===== src/design/msit_pkg.sv =====
// Package for the multi-slot interval timer: codes, types and sizes.
`timescale 1ns / 1ps
`default_nettype none
package msit_pkg;
  localparam int SLOTS_DEF = 8;
  localparam int MAX_FIRES = 8;
  localparam int FQ_DEPTH  = 2;

  typedef enum logic [3:0] {
    FN_CREATE = 4'd0, FN_PAUSE = 4'd1, FN_RESUME = 4'd2, FN_QUERY = 4'd3,
    FN_TRIGDEL = 4'd4, FN_CANCEL = 4'd5, FN_SETCNT = 4'd6, FN_SETIVL = 4'd7,
    FN_TICK = 4'd8
  } func_t;

  typedef struct packed {
    logic [3:0]  func;
    logic [2:0]  slot;
    logic [15:0] count;
    logic [31:0] interval_ms;
    logic [31:0] tick_ms;
  } cmd_t;

  typedef struct packed {
    logic       status;
    logic [2:0] result_slot;
    logic       fired;
    logic       running;
    logic       last;
  } res_t;

  typedef enum logic [1:0] {
    ST_IDLE = 2'd0, ST_CMD = 2'd1, ST_SCAN = 2'd2, ST_FLUSH = 2'd3
  } bstate_t;
endpackage
`default_nettype wire


===== src/design/msit_front.sv =====
// Front end: accepts items, drops zero ticks, queues commands for the back end.
`timescale 1ns / 1ps
`default_nettype none
module msit_front (
  input  wire logic           clk,
  input  wire logic           rst_n,
  input  wire logic           push,
  output logic                full,
  input  wire msit_pkg::cmd_t in_cmd,
  output logic                q_valid,
  output msit_pkg::cmd_t      q_cmd,
  input  wire logic           q_take,
  output logic                busy
);
  localparam int D = msit_pkg::FQ_DEPTH;
  msit_pkg::cmd_t mem_r [D];
  logic wp_r, wp_nxt, rp_r, rp_nxt;
  logic [1:0] cnt_r, cnt_nxt;
  logic acc, keep;

  assign full    = (cnt_r == 2'(D));
  assign acc     = push && !full;
  // zero tick is dropped here, so it never enters the queue
  assign keep    = acc && !(in_cmd.func == msit_pkg::FN_TICK && in_cmd.tick_ms == '0);
  assign q_valid = (cnt_r != 2'd0);
  assign q_cmd   = mem_r[rp_r];
  assign busy    = q_valid;

  always_comb begin
    wp_nxt  = keep ? ~wp_r : wp_r;
    rp_nxt  = (q_take && q_valid) ? ~rp_r : rp_r;
    cnt_nxt = cnt_r + 2'(keep) - 2'(q_take && q_valid);
  end

  always_ff @(posedge clk) begin
    if (!rst_n) begin
      wp_r <= 1'b0; rp_r <= 1'b0; cnt_r <= 2'd0;
    end else begin
      wp_r <= wp_nxt; rp_r <= rp_nxt; cnt_r <= cnt_nxt;
    end
  end

  always_ff @(posedge clk) begin
    if (keep) mem_r[wp_r] <= in_cmd;
  end
endmodule
`default_nettype wire


===== src/design/msit_back.sv =====
// Back end: slot table, command execution, tick scan one slot a cycle while the result queue has room, result queue.
`timescale 1ns / 1ps
`default_nettype none
module msit_back #(
  parameter int SLOTS = msit_pkg::SLOTS_DEF
) (
  input  wire logic           clk,
  input  wire logic           rst_n,
  input  wire logic           q_valid,
  input  wire msit_pkg::cmd_t q_cmd,
  output logic                q_take,
  output logic                empty,
  input  wire logic           pop,
  output msit_pkg::res_t      res
);
  localparam int SW = (SLOTS > 1) ? $clog2(SLOTS) : 1;
  localparam int RQ = 2;

  logic [SLOTS-1:0] in_use_r, in_use_nxt, run_r, run_nxt, endl_r, endl_nxt;
  logic [15:0] rem_r [SLOTS];
  logic [31:0] per_r [SLOTS];
  logic [31:0] ela_r [SLOTS];
  logic [SW-1:0] nf_r, nf_nxt;
  logic full_r, full_nxt;
  msit_pkg::bstate_t st_r, st_nxt;
  msit_pkg::cmd_t cmd_r;
  logic [SW-1:0] idx_r, idx_nxt;
  logic [3:0] nf_cnt_r, nf_cnt_nxt;
  // one fire result held back so the final one can carry last
  logic pend_r, pend_nxt;
  logic [2:0] pend_slot_r, pend_slot_nxt;

  msit_pkg::res_t rq_r [RQ];
  logic rwp_r, rrp_r;
  logic [1:0] rcnt_r;
  logic rpush;
  msit_pkg::res_t rdata;
  logic rq_room;

  logic [SW-1:0] tgt;
  logic tgt_ok;
  logic [31:0] esum;
  logic [15:0] rdec;
  logic wr_ela, wr_rem, wr_per, wr_new;
  logic [31:0] ela_val, per_val;
  logic [15:0] rem_val;
  logic [SW-1:0] widx;
  logic [SW-1:0] srch;
  logic srch_ok;
  logic last_slot;

  assign rq_room = (rcnt_r != 2'(RQ));
  assign empty   = (rcnt_r == 2'd0);
  assign res     = rq_r[rrp_r];
  assign q_take  = (st_r == msit_pkg::ST_IDLE) && q_valid;

  assign tgt    = SW'(cmd_r.slot);
  assign tgt_ok = ({29'd0, cmd_r.slot} < 32'(SLOTS)) && in_use_r[tgt];
  assign esum   = ela_r[idx_r] + cmd_r.tick_ms;
  assign rdec   = rem_r[idx_r] - 16'd1;
  assign last_slot = (32'(idx_r) == 32'(SLOTS - 1));

  // round-robin free-slot search after create; in_use with the new slot set
  always_comb begin
    logic [SLOTS-1:0] u;
    logic [SW-1:0] k;
    logic [31:0] sum;
    u = in_use_r;
    u[nf_r] = 1'b1;
    srch = nf_r;
    srch_ok = 1'b0;
    for (int i = SLOTS - 1; i >= 1; i--) begin
      sum = 32'(nf_r) + 32'(i);
      if (sum >= 32'(SLOTS)) sum = sum - 32'(SLOTS);
      k = SW'(sum);
      if (!u[k]) begin
        srch = k;
        srch_ok = 1'b1;
      end
    end
  end

  always_comb begin
    st_nxt = st_r;
    case (st_r)
      msit_pkg::ST_IDLE: if (q_valid) st_nxt = (q_cmd.func == msit_pkg::FN_TICK) ?
                                               msit_pkg::ST_SCAN : msit_pkg::ST_CMD;
      msit_pkg::ST_CMD:  if (rq_room) st_nxt = msit_pkg::ST_IDLE;
      msit_pkg::ST_SCAN: if (rq_room && last_slot) st_nxt = msit_pkg::ST_FLUSH;
      msit_pkg::ST_FLUSH: if (rq_room) st_nxt = msit_pkg::ST_IDLE;
      default: st_nxt = msit_pkg::ST_IDLE;
    endcase
  end

  always_comb begin
    logic fire, act;
    in_use_nxt = in_use_r; run_nxt = run_r; endl_nxt = endl_r;
    nf_nxt = nf_r; full_nxt = full_r;
    idx_nxt = idx_r; nf_cnt_nxt = nf_cnt_r;
    pend_nxt = pend_r; pend_slot_nxt = pend_slot_r;
    rpush = 1'b0; rdata = '0;
    wr_ela = 1'b0; wr_rem = 1'b0; wr_per = 1'b0; wr_new = 1'b0;
    ela_val = '0; per_val = '0; rem_val = '0; widx = idx_r;
    fire = 1'b0; act = 1'b0;
    case (st_r)
      msit_pkg::ST_IDLE: begin
        idx_nxt = '0; nf_cnt_nxt = '0; pend_nxt = 1'b0;
      end
      msit_pkg::ST_CMD: if (rq_room) begin
        rpush = 1'b1;
        rdata.last = 1'b1;
        rdata.result_slot = cmd_r.slot;
        widx = tgt;
        if (cmd_r.func == msit_pkg::FN_CREATE) begin
          if (full_r) begin
            rdata.status = 1'b1; rdata.result_slot = 3'd0;
          end else begin
            rdata.result_slot = 3'(nf_r);
            widx = nf_r; wr_new = 1'b1;
            in_use_nxt[nf_r] = 1'b1; run_nxt[nf_r] = 1'b1;
            endl_nxt[nf_r] = (cmd_r.count == 16'd0);
            nf_nxt = srch; full_nxt = !srch_ok;
          end
        end else if (cmd_r.func > 4'(msit_pkg::FN_TICK)) begin
          rdata.status = 1'b1; rdata.result_slot = 3'd0;
        end else if (!tgt_ok) begin
          rdata.status = 1'b1;
        end else begin
          case (cmd_r.func)
            msit_pkg::FN_PAUSE:  run_nxt[tgt] = 1'b0;
            msit_pkg::FN_RESUME: run_nxt[tgt] = 1'b1;
            msit_pkg::FN_QUERY:  rdata.running = run_r[tgt];
            msit_pkg::FN_TRIGDEL, msit_pkg::FN_CANCEL: begin
              rdata.fired = (cmd_r.func == msit_pkg::FN_TRIGDEL);
              in_use_nxt[tgt] = 1'b0; nf_nxt = tgt; full_nxt = 1'b0;
            end
            msit_pkg::FN_SETCNT: begin wr_rem = 1'b1; rem_val = cmd_r.count; end
            msit_pkg::FN_SETIVL: begin
              wr_per = 1'b1; per_val = {16'd0, cmd_r.interval_ms[15:0]};
            end
            default: ;
          endcase
        end
      end
      msit_pkg::ST_SCAN: if (rq_room) begin
        idx_nxt = last_slot ? idx_r : idx_r + SW'(1);
        act = in_use_r[idx_r] && run_r[idx_r];
        if (act) begin
          wr_ela = 1'b1; ela_val = esum;
          fire = (esum >= per_r[idx_r]);
          if (fire) begin
            ela_val = '0;
            if (!endl_r[idx_r]) begin
              wr_rem = 1'b1; rem_val = rdec;
              if (rdec == 16'd0) begin
                wr_ela = 1'b0;
                in_use_nxt[idx_r] = 1'b0; nf_nxt = idx_r; full_nxt = 1'b0;
              end
            end
            if (nf_cnt_r < 4'(msit_pkg::MAX_FIRES)) begin
              nf_cnt_nxt = nf_cnt_r + 4'd1;
              if (pend_r) begin
                rpush = 1'b1; rdata.fired = 1'b1; rdata.result_slot = pend_slot_r;
              end
              pend_nxt = 1'b1; pend_slot_nxt = 3'(idx_r);
            end
          end
        end
      end
      msit_pkg::ST_FLUSH: if (rq_room && pend_r) begin
        rpush = 1'b1; rdata.fired = 1'b1; rdata.last = 1'b1;
        rdata.result_slot = pend_slot_r; pend_nxt = 1'b0;
      end
      default: ;
    endcase
  end

  always_ff @(posedge clk) begin
    if (!rst_n) begin
      st_r <= msit_pkg::ST_IDLE;
      in_use_r <= '0; run_r <= '0; endl_r <= '0;
      nf_r <= '0; full_r <= 1'b0; idx_r <= '0; nf_cnt_r <= '0; pend_r <= 1'b0;
      rwp_r <= 1'b0; rrp_r <= 1'b0; rcnt_r <= 2'd0;
      for (int i = 0; i < SLOTS; i++) begin
        rem_r[i] <= '0; per_r[i] <= '0; ela_r[i] <= '0;
      end
    end else begin
      st_r <= st_nxt;
      in_use_r <= in_use_nxt; run_r <= run_nxt; endl_r <= endl_nxt;
      nf_r <= nf_nxt; full_r <= full_nxt; idx_r <= idx_nxt;
      nf_cnt_r <= nf_cnt_nxt; pend_r <= pend_nxt;
      rwp_r <= rpush ? ~rwp_r : rwp_r;
      rrp_r <= (pop && !empty) ? ~rrp_r : rrp_r;
      rcnt_r <= rcnt_r + 2'(rpush) - 2'(pop && !empty);
      if (wr_new) begin
        rem_r[widx] <= cmd_r.count; per_r[widx] <= cmd_r.interval_ms; ela_r[widx] <= '0;
      end
      if (wr_ela) ela_r[widx] <= ela_val;
      if (wr_rem) rem_r[widx] <= rem_val;
      if (wr_per) per_r[widx] <= per_val;
    end
  end

  always_ff @(posedge clk) begin
    pend_slot_r <= pend_slot_nxt;
    if (q_take) cmd_r <= q_cmd;
    if (rpush) rq_r[rwp_r] <= rdata;
  end
endmodule
`default_nettype wire


===== src/design/multi_slot_interval_timer_unit.sv =====
// Top level of the multi-slot interval timer.
//  channel | direction | handshake      | ports
//  input   | in        | push / full    | in_func in_slot in_count in_interval_ms in_tick_ms
//  result  | out       | empty / pop    | out_status out_result_slot out_fired out_running out_last
// A command is taken by the back end when it is idle; its result is pushed to the result
// queue once that has room; the back end takes no new command until it is idle again.
// A tick is taken, scanned one slot a cycle while the result queue has room, then flushed;
// each fire is held one step so the final one carries last.
// A stalled result queue (two entries) holds the back end; the front keeps filling.
// Reset (rst_n low, synchronous) clears every slot and both queues at once.
`timescale 1ns / 1ps
`default_nettype none
module multi_slot_interval_timer_unit #(
  parameter int SLOTS = msit_pkg::SLOTS_DEF
) (
  input  wire logic        clk,
  input  wire logic        rst_n,
  input  wire logic        push,
  output logic             full,
  input  wire logic [3:0]  in_func,
  input  wire logic [2:0]  in_slot,
  input  wire logic [15:0] in_count,
  input  wire logic [31:0] in_interval_ms,
  input  wire logic [31:0] in_tick_ms,
  output logic             empty,
  input  wire logic        pop,
  output logic             out_status,
  output logic [2:0]       out_result_slot,
  output logic             out_fired,
  output logic             out_running,
  output logic             out_last
);
  msit_pkg::cmd_t in_cmd, q_cmd;
  msit_pkg::res_t res;
  logic q_valid, q_take, busy;

  assign in_cmd = '{func: in_func, slot: in_slot, count: in_count,
                    interval_ms: in_interval_ms, tick_ms: in_tick_ms};

  msit_front u_front (
    .clk, .rst_n, .push, .full, .in_cmd, .q_valid, .q_cmd, .q_take, .busy
  );

  msit_back #(.SLOTS(SLOTS)) u_back (
    .clk, .rst_n, .q_valid, .q_cmd, .q_take, .empty, .pop, .res
  );

  assign out_status      = res.status;
  assign out_result_slot = res.result_slot;
  assign out_fired       = res.fired;
  assign out_running     = res.running;
  assign out_last        = res.last;

  a_take_valid: assert property (@(posedge clk) disable iff (!rst_n)
    q_take |-> busy) else $error("back end took from an empty queue");
  a_fire_ok: assert property (@(posedge clk) disable iff (!rst_n)
    (!empty && out_fired) |-> !out_status && !out_running)
    else $error("fire result with error or running flag");
  a_hold: assert property (@(posedge clk) disable iff (!rst_n)
    (!empty && !pop) |=> !empty) else $error("result vanished without pop");
endmodule
`default_nettype wire

===== config.mk =====
export PLATFORM = sky130hd
export DESIGN_NAME = multi_slot_interval_timer_unit
export DESIGN_NICKNAME = d
export VERILOG_FILES = /design/src/design/msit_pkg.sv /design/src/design/msit_front.sv /design/src/design/msit_back.sv /design/src/design/multi_slot_interval_timer_unit.sv
export SDC_FILE = /design/constraint.sdc
export NUM_CORES = 1
export LEC_CHECK = 0
export BUFFER_PORTS_ARGS = -buffer_cell sky130_fd_sc_hd__buf_2
export CAP_MARGIN = 10
export CORE_MARGIN = 1
export CORE_UTILIZATION = 59
export CTS_BUF_LIST = sky130_fd_sc_hd__clkbuf_2 sky130_fd_sc_hd__clkbuf_4 sky130_fd_sc_hd__clkbuf_8
export DETAILED_ROUTE_END_ITERATION = 7
export PLACE_DENSITY = 0.8
export RECOVER_POWER = 100
export SLEW_MARGIN = 20
export SYNTH_ARGS = -nofsm -noshare
export SYNTH_HDL_FRONTEND = slang
export SYNTH_SLANG_ARGS = --single-unit

===== constraint.sdc =====
create_clock -name clk -period 7.7 [get_ports clk]
set_input_delay 1.925 -clock clk [delete_from_list [all_inputs] [get_ports clk]]
set_output_delay 1.925 -clock clk [all_outputs]
set_load 0.02 [all_outputs]

## After elaboration in Yosys (flattened, before gate mapping)

Memory sizes are Yosys's and may differ from the RTL's. A register that Yosys moved wholly into a read port is not among the register bits.
Index checks and enable logic that the tools add are counted.
Widths: inputs -> output; s select.

| storage, ports and cells | value |
|---|---|
| register bits after elaboration | 136 |
| bits in latches | 0 |
| memory bits (writable) | 828 |
| bits in read-only memories | 0 |
| input port bits | 91 |
| output and inout bits | 9 |
| memories kept | 5 |

Memory list:

| memory | depth | width | read ports | clocked after memory_dff | wr ports | line | RTL |
|---|---|---|---|---|---|---|---|
| u_back.ela_r | 8 | 32 | 1 | 1 | 8 | msit_back.sv:22 | `logic [31:0] ela_r [SLOTS];` |
| u_back.per_r | 8 | 32 | 1 | 1 | 8 | msit_back.sv:21 | `logic [31:0] per_r [SLOTS];` |
| u_front.mem_r | 2 | 87 | 1 | 1 | 1 | msit_front.sv:16 | `msit_pkg::cmd_t mem_r [D];` |
| u_back.rem_r | 8 | 16 | 1 | 1 | 8 | msit_back.sv:20 | `logic [15:0] rem_r [SLOTS];` |
| u_back.rq_r | 2 | 7 | 1 | 1 | 1 | msit_back.sv:33 | `msit_pkg::res_t rq_r [RQ];` |

| cells by class | value |
|---|---|
| add/sub/neg operators | 22 |
| multiply operators | 0 |
| divide/modulo/power cells | 0 |
| $lt $le $gt $ge | 23 |
| equal/unequal tests | 34 |
| shifts and indexed selects | 0 |
| mux-type cells | 231 |
| bitwise logic cells | 16 |
| reduce and logical (&&, ||, !) cells | 43 |

Operators with widths:

| operator | number |
|---|---|
| $mux 32 | 13 |
| $mux 16 | 12 |
| $mux 3 | 42 |
| $mux 8 | 15 |
| $mux 1 | 101 |
| $reduce_or 32->1 | 2 |
| $mux 4 | 11 |
| $lt 3x4->1 const B | 10 |
| $bmux 1 s3 | 12 |
| $add 32x32->32 | 1 |
| $ge 32x32->1 | 1 |
| $logic_not 16->1 | 2 |
| $logic_not 32->1 | 1 |
| $pmux 16 s2 | 1 |
| $pmux 8 s2 | 2 |
| $ge 4x4->1 const B | 7 |
| $and 8x8->8 | 3 |
| $or 8x8->8 | 3 |
| $ne 2x1->1 const B | 11 |
| $sub 3x1->3 const B | 7 |
| $add 3x3->4 const B | 4 |
| $eq 4x3->1 const B | 4 |
| $not 8->8 | 2 |
| $reduce_or 16->1 | 1 |
| other kinds (47) | 101 |

## Depth between registers and ports, before layout

Gate-level depths: netlist (run 1).

| logic depth | value |
|---|---|
| word-level depth | 19 |
| mapped depth | 35 |
| depth with buffers taken out | 29 |

## Modules after synthesis

A second synthesis (run 1) with hierarchy kept.

| unflattened totals | value |
|---|---|
| cell total of the unflattened synthesis | 3,141 |
| area, all modules | 44,375.1 um^2 |

Modules (own cells, without submodules):

| module | times used | cells an instance | area each (um^2) |
|---|---|---|---|
| msit_back | 1 | 2,825 | 37,747.5 |
| msit_front | 1 | 316 | 6,627.6 |

## Least setup slack after synthesis (run 1)

OpenSTA, ideal clock, no wires.

| path | value |
|---|---|
| path type | register -> register |
| start point | reg (tool-made name) |
| end point | mem u_back.ela_r[0][0] (enable) |
| arrival time | 8,102 ps |
| required time | 7,311 ps |
| setup slack | -792 ps |
| stages on the path, launching flop included | 29 |
| period minus slack after synthesis | 8,492 ps |
| cell sequence | dfxtp_1 buf_6 buf_4 buf_4 clkbuf_1 buf_1 mux4_2 mux2_2 ha_1 a21o_1 a21o_1 a21o_1 and2_1 or3_1 o21ai_0 o31a_1 o21ai_0 xnor2_1 inv_1 ha_1 o21ai_0 o21ai_0 a211oi_1 nor3b_1 a21boi_1 a31oi_4 nand2_8 buf_6 nand2_1 |

RTL lines:

| what | line |
|---|---|
| end, declared | msit_back.sv:22 |

==> flow_summary.toml, run 1 <==
[outcome]
run_status = "finished, violations left"
violations = "DRC, capacitance limit, slew limit"

[setup_path]
cp_max_fo = 16
cp-start-kind = "register"
worstPathArrival_ns = 7.99
setup.worst_path.end_class = "register"
worstSetupPathType = "reg2reg"
r2r_cells = 25
crit_top_cell = "o21ai_0"
crit_path_top_delay_cell = "or3_1"
cp_slowest_stage_delay_ns = 0.70
critPathRequiredTime_ns = 8.26

[pwr]
powerDensity_nw_per_um2 = 291.4
leakagePower_nw = 17.35
total_power_mw = 14.26
ir_worst_vdd_v = 0.0002067

[global_routing]
gr-usage-all-layers = 0.2899
grt_pass1_vias = 29310
grt_pass1_wl_um = 167800
grt_antenna_before_repair = 1
overflow = 0
grt_max_degree = 131

[drt]
vias = 28590
routed_wirelength_um = 109700
via_per_inst = 6.421
drtPass1Iterations = 8
final_antenna_net_count = 0
routedWlPerCell_um = 24.63
drt_iter0_drc = 3889
drc = 1

[placement]
gp_congestion = 0.9175
portBuffers = 99
hpwl_um = 70250
place_area_um2 = 46210

[layout]
fillCellCount = 5087
utilization = 0.6572
final_area_um2 = 48930
final_nets = 3531
area_delta_synth_final_pct = 10.24
drive_gt1_frac = 0.1912

[sta]
tightest_slew_ns = 2.938
fin_crit_sh = 0.9657
fmax_ghz = 0.1345
slew_violations = 724
hold_viol_final = 0
final.setup.tns_ns = 0
setup_viol = 0
holdWs_ns = 0.4801
relSlewSlack = -0.9589
finalCriticalPeriod_ns = 7.436
rsz0062_at_grt = "false"
fin_skew_ns = 0.04623

[floorplanning]
die_w_um = 276.3
rows = 100
die_area_um2 = 76330
initial_utilization = 0.5962
coreArea_um2 = 74450
die_h_um = 276.3
io_pins = 100

[logic_synthesis]
yosysSeqAreaShare = 0.6441
ys_types = 85
synth.largest_area_cell = "edfxtp_1"
synthArstFlopShare = 0
synth-edff-count = 918
synth_common_cells = "edfxtp_1, nor2_1, nand2_1"
yosysMostFrequentCell = "edfxtp_1"
synth_warnings = 0
avgSynthCellArea_um2 = 14.01
synth_seq_cells = 969
synth_cells = 3168
syn-num-nets = 3343
yosys-top-cells-area = "edfxtp_1, mux4_2, nor2_1, mux2_2, ha_1"
synth.top_cell.area_share = 0.6211
synth_area_um2 = 44380
ys.flop_type = "edfxtp_1"

[cts]
clkTransAtPathRegs_ns = 0.06
cts_htree_levels = 4
cts_buffers = 154
cts.sinks = 969
clk_latency_ns = 0.83
cts_max_path_buffers = 3
cts-root-buf = "clkbuf_8"
cts_tree = "built"

[flow_run]
cap_violations = 19

[hold_path]
whs_path_depth = 2
hp-start = "u_back.endl_r[7]"
min_path_type = "reg2reg"
-- worst max-delay path: cells and delay by family (launching register included) --
kind | cells | cell delay [ns]
fa+ha+maj | 2 | 0.64
mux | 2 | 0.85
flops | 1 | 0.50
xor+xnor | 1 | 0.27
buf+inv | 5 | 1.01
simple gates | 5 | 1.78
compound gates | 10 | 2.08
-- repair_timing --
action,in CTS,in global routing
buffers inserted,0,0
hold buffers,0,0
gates resized for setup,0,1
endpoints found under the setup margin,0,90
-- placed cells by master (no fill, tap or decap), types with 27 or more instances in the layout --
cell	netlist	layout
inv_1	51	51
dfxtp_1	51	48
clkinv_1	2	38
buf_4	6	45
a21oi_1	88	88
mux2_2	133	114
mux4_2	159	159
and3_1	140	140
o21ai_0	62	63
nand2_1	188	183
ha_1	83	83
clkbuf_4	0	57
nor2_1	639	635
edfxtp_1	918	918
xnor2_1	30	28
buf_2	3	34
mux2i_1	73	73
nor3_1	29	27
clkbuf_1	116	92
clkbuf_8	0	155
-- power breakdown --
part | internal, mW | switching [mW] | leakage [nW] | total, mW
Combinational | 1.07 | 1.98 | 6.10 | 3.05
Clock | 2.32 | 2.08 | 1.64 | 4.40
Sequential | 6.41 | 0.398 | 9.61 | 6.81
-- worst paths after layout --
kind	slack, ns	to
max reg2reg	0.26	u_back.rem_r[4][2]
min	0.48	u_back.endl_r[7]
min reg2reg	0.48	u_back.endl_r[7]
max	0.26	u_back.rem_r[4][2]
-- kinds of logic after synthesis --
| family | share of synthesized area |
|---|---|
| simple gates | 0.1210 |
| xor+xnor | 0.009472 |
| fa+ha+maj | 0.02385 |
| mux | 0.1338 |
| compound gates | 0.04483 |
| flops | 0.6441 |
| buf+inv | 0.02295 |
-- stage by stage --
step	cells	setup WS, ns
final	4453	0.2641
after global routing	4453	0.007803
after CTS	4452	0.4007
after detailed placement	4169	0.4270
after global placement	4169	0.5403
after floorplan	3168	0.03403
-- area by class of cell --
type,instances,area [µm²],share of cell area
antenna,1,2.502,0.00005115
clock buffer,209,2539,0.05189
clock inverter,74,556.8,0.01138
inverter,53,198.9,0.004066
multi-input combinational,1979,14770,0.3019
sequential,969,28600,0.5845
tap,969,1212,0.02478
timing repair buffer,199,1046,0.02138
-- flip-flops by register name, summed over array words and instances (netlist names), 2 cells and up, named ones only --
signal and cells:
u_back.nf_r 3, u_back.endl_r 8, u_back.idx_r 3, u_back.st_r 2
u_back.cmd_r 84, u_back.nf_cnt_r 4, u_back.tgt 3, u_back.rq_r 14
u_back.rem_r 128, u_back.in_use_r 8, u_front.cnt_r 2, u_back.rcnt_r 2
u_back.per_r 256, u_back.ela_r 256, u_back.pend_slot_r 3, u_front.mem_r 174
-- per-layer routing --
| layer | wire [µm] | track usage |
|---|---|---|
| met1 | 41800 | 0.3862 |
| met2 | 53450 | 0.4736 |
| met3 | 10810 | 0.05501 |
| met4 | 3623 | 0.1175 |
| met5 | 0 | 0 |
Power figures use the tool's default switching activity.
==> run 2: changes to the inputs <==
--- a/config.mk
+++ b/config.mk
@@ -9,8 +9,9 @@
 export CAP_MARGIN = 10
 export CORE_MARGIN = 1
 export CORE_UTILIZATION = 59
-export CTS_BUF_LIST = sky130_fd_sc_hd__clkbuf_2 sky130_fd_sc_hd__clkbuf_4 sky130_fd_sc_hd__clkbuf_8
+export CTS_BUF_LIST = sky130_fd_sc_hd__clkbuf_8
 export DETAILED_ROUTE_END_ITERATION = 7
+export MAX_ROUTING_LAYER = met4
 export PLACE_DENSITY = 0.8
 export RECOVER_POWER = 100
 export SLEW_MARGIN = 20
==> run 2 against run 1 <==
Net effect:
- the flow finishes with violations (capacitance limit, slew limit)
- sequential cell count stayed put
- combinational power barely moved
- sequential share of layout area increased by 0.20 points
- routed wire length shrank 1.7%
==> flow_summary.toml, run 2 (synthesized netlist as in run 1, its figures left out) <==
[pwr]
powerDensity_nw_per_um2 = 286.0
ir_worst_vdd_v = 0.0001724
leakagePower_nw = 17.35

[outcome]
run_status = "finished, violations left"
violations = "capacitance limit, slew limit"

[placement]
portBuffers = 99
hpwl_um = 69310
gp_congestion = 0.9635

[floorplanning]
io_pins = 100
die_area_um2 = 76330
die_h_um = 276.3
die_w_um = 276.3
coreArea_um2 = 74450
rows = 100
initial_utilization = 0.5962

[drt]
drt_iter0_drc = 3313
drtPass1Iterations = 8
routedWlPerCell_um = 24.25
drc = 0
vias = 28290
via_per_inst = 6.360
routed_wirelength_um = 107900
final_antenna_net_count = 0

[setup_path]
worstSetupPathType = "reg2reg"
cp_slowest_stage_delay_ns = 0.70
crit_top_cell = "o21ai_0"
worstPathArrival_ns = 7.87
cp_max_fo = 28
critPathRequiredTime_ns = 8.26
cp_top_family = "compound AO/OA/AOI/OAI gates"
cp-start-kind = "register"
crit_path_top_delay_cell = "or3_1"
crit_buf_inv = 5
cp_cell_sequence = "buf_12 > buf_4 > mux4_2 > mux2_2 > ha_1 > a21o_1 > and2_1 > or3_1 > o21ai_0 > buf_4 > o31a_1 > o21ai_0 > xnor2_2 > inv_1 > ha_1 > o21ai_0 > o21ai_0 > o22ai_1 > nor4b_1 > a22oi_1 > or3_1 > a2bb2oi_1 > clkbuf_2 > nor2_1"
setup.worst_path.end_class = "register"

[layout]
fillCellCount = 5157
area_delta_synth_final_pct = 9.858
utilization = 0.6549
final_nets = 3528
top_regs = "u_back.ela_r: 256 flops, u_back.per_r: 256 flops, u_front.mem_r: 174 flops"
drive_gt1_frac = 0.1758
layout_common_cells = "edfxtp_1, nor2_1, nand2_1"
mostFrequentLayoutCell = "edfxtp_1"

[cts]
cts_max_path_buffers = 3
cts_buffers = 156
cts_resized = 0
cts_htree_levels = 4
cts.sinks = 969
cts-root-buf = "clkbuf_8"
clk_latency_ns = 0.83
clkTransAtPathRegs_ns = 0.06
cts_tree = "built"
ctsHoldBuffers = 0
post-cts-setup-buffers = 0

[global_routing]
grt_antenna_before_repair = 3
overflow = 0
grt_pass1_vias = 28610
gr-usage-all-layers = 0.2936
grt_pass1_wl_um = 164400
grt_max_degree = 132

[sta]
relSlewSlack = -1.894
slew_violations = 569
finalCriticalPeriod_ns = 7.308
fmax_ghz = 0.1368
fin_crit_sh = 0.9490
hold_viol_final = 0
setup_viol = 0
fin_skew_ns = 0.03310
rsz0062_at_grt = "false"
tightest_slew_ns = 4.341
final.setup.tns_ns = 0

[hold_path]
hp-start = "u_back.endl_r[5]"
min_path_type = "reg2reg"

[flow_run]
cap_violations = 12
==> run 2: cell count changes in the layout (fill, tap and decap cells not counted), moves of 6 or more <==
cell        before  now
clkinv_1        38   26
clkinvlp_4       1    7
clkbuf_4        57    1
clkinv_2        18    6
clkbuf_8       155  161
inv_1           51  121
nand2_8          0    6
==> run 2: metal layers <==
metal,share of wire,track usage,vias to the layer above
li1,-,-,12360
met1,0.39,0.3821,14080
met2,0.48,0.4573,1614
met3,0.10,0.06000,237
met4,0.033,0.1156,0
met5,0,-,-
==> run 2: power by group <==
group	total, mW	internal [mW]	switching (mW)
logic	3.05	1.08	1.97
clock network	4.06	2.02	2.04
registers	6.83	6.42	0.408
total	13.9	9.53	4.42
==> run 2: path summary, 6_finish.rpt <==
path                              end  slack, ns  cells past startpoint
setup / recovery  u_back.rem_r[5][13]       0.39                     24
hold / removal       u_back.endl_r[5]       0.49                      2
setup reg to reg  u_back.rem_r[5][13]       0.39                     24
hold reg to reg      u_back.endl_r[5]       0.49                      2
==> run 2: final cells by class <==
type | instances | area [µm²] | area share
clock inverter | 119 | 623.1 | 0.01278
antenna | 4 | 10.01 | 0.0002053
timing repair buffer | 194 | 1046 | 0.02145
sequential | 969 | 28600 | 0.5865
inverter | 53 | 198.9 | 0.004080
tap | 969 | 1212 | 0.02487
multi-input combinational | 1979 | 14850 | 0.3046
clock buffer | 161 | 2216 | 0.04545
==> run 2: through the flow <==
stage	cell area, µm²	total power [mW]	worst slack (ns)	hold slack, ns	cells
2_1_floorplan	44470	8.785	0.03403	0.4323	3168
3_3_place_gp	46200	9.773	0.4978	0.4563	4164
3_5_place_dp	46200	9.904	0.4000	0.4816	4164
4_1_cts	49040	13.95	0.3594	0.4898	4444
5_1_grt	48760	14.50	0.06187	0.5122	4447
6_report	48760	13.94	0.3923	0.4933	4448
==> run 2: worst min-delay path, delay by kind of cell, from the launching register on <==
family         cells  cell delay, ns
flip-flops         1            0.31
AO/OA/AOI/OAI      2            0.14
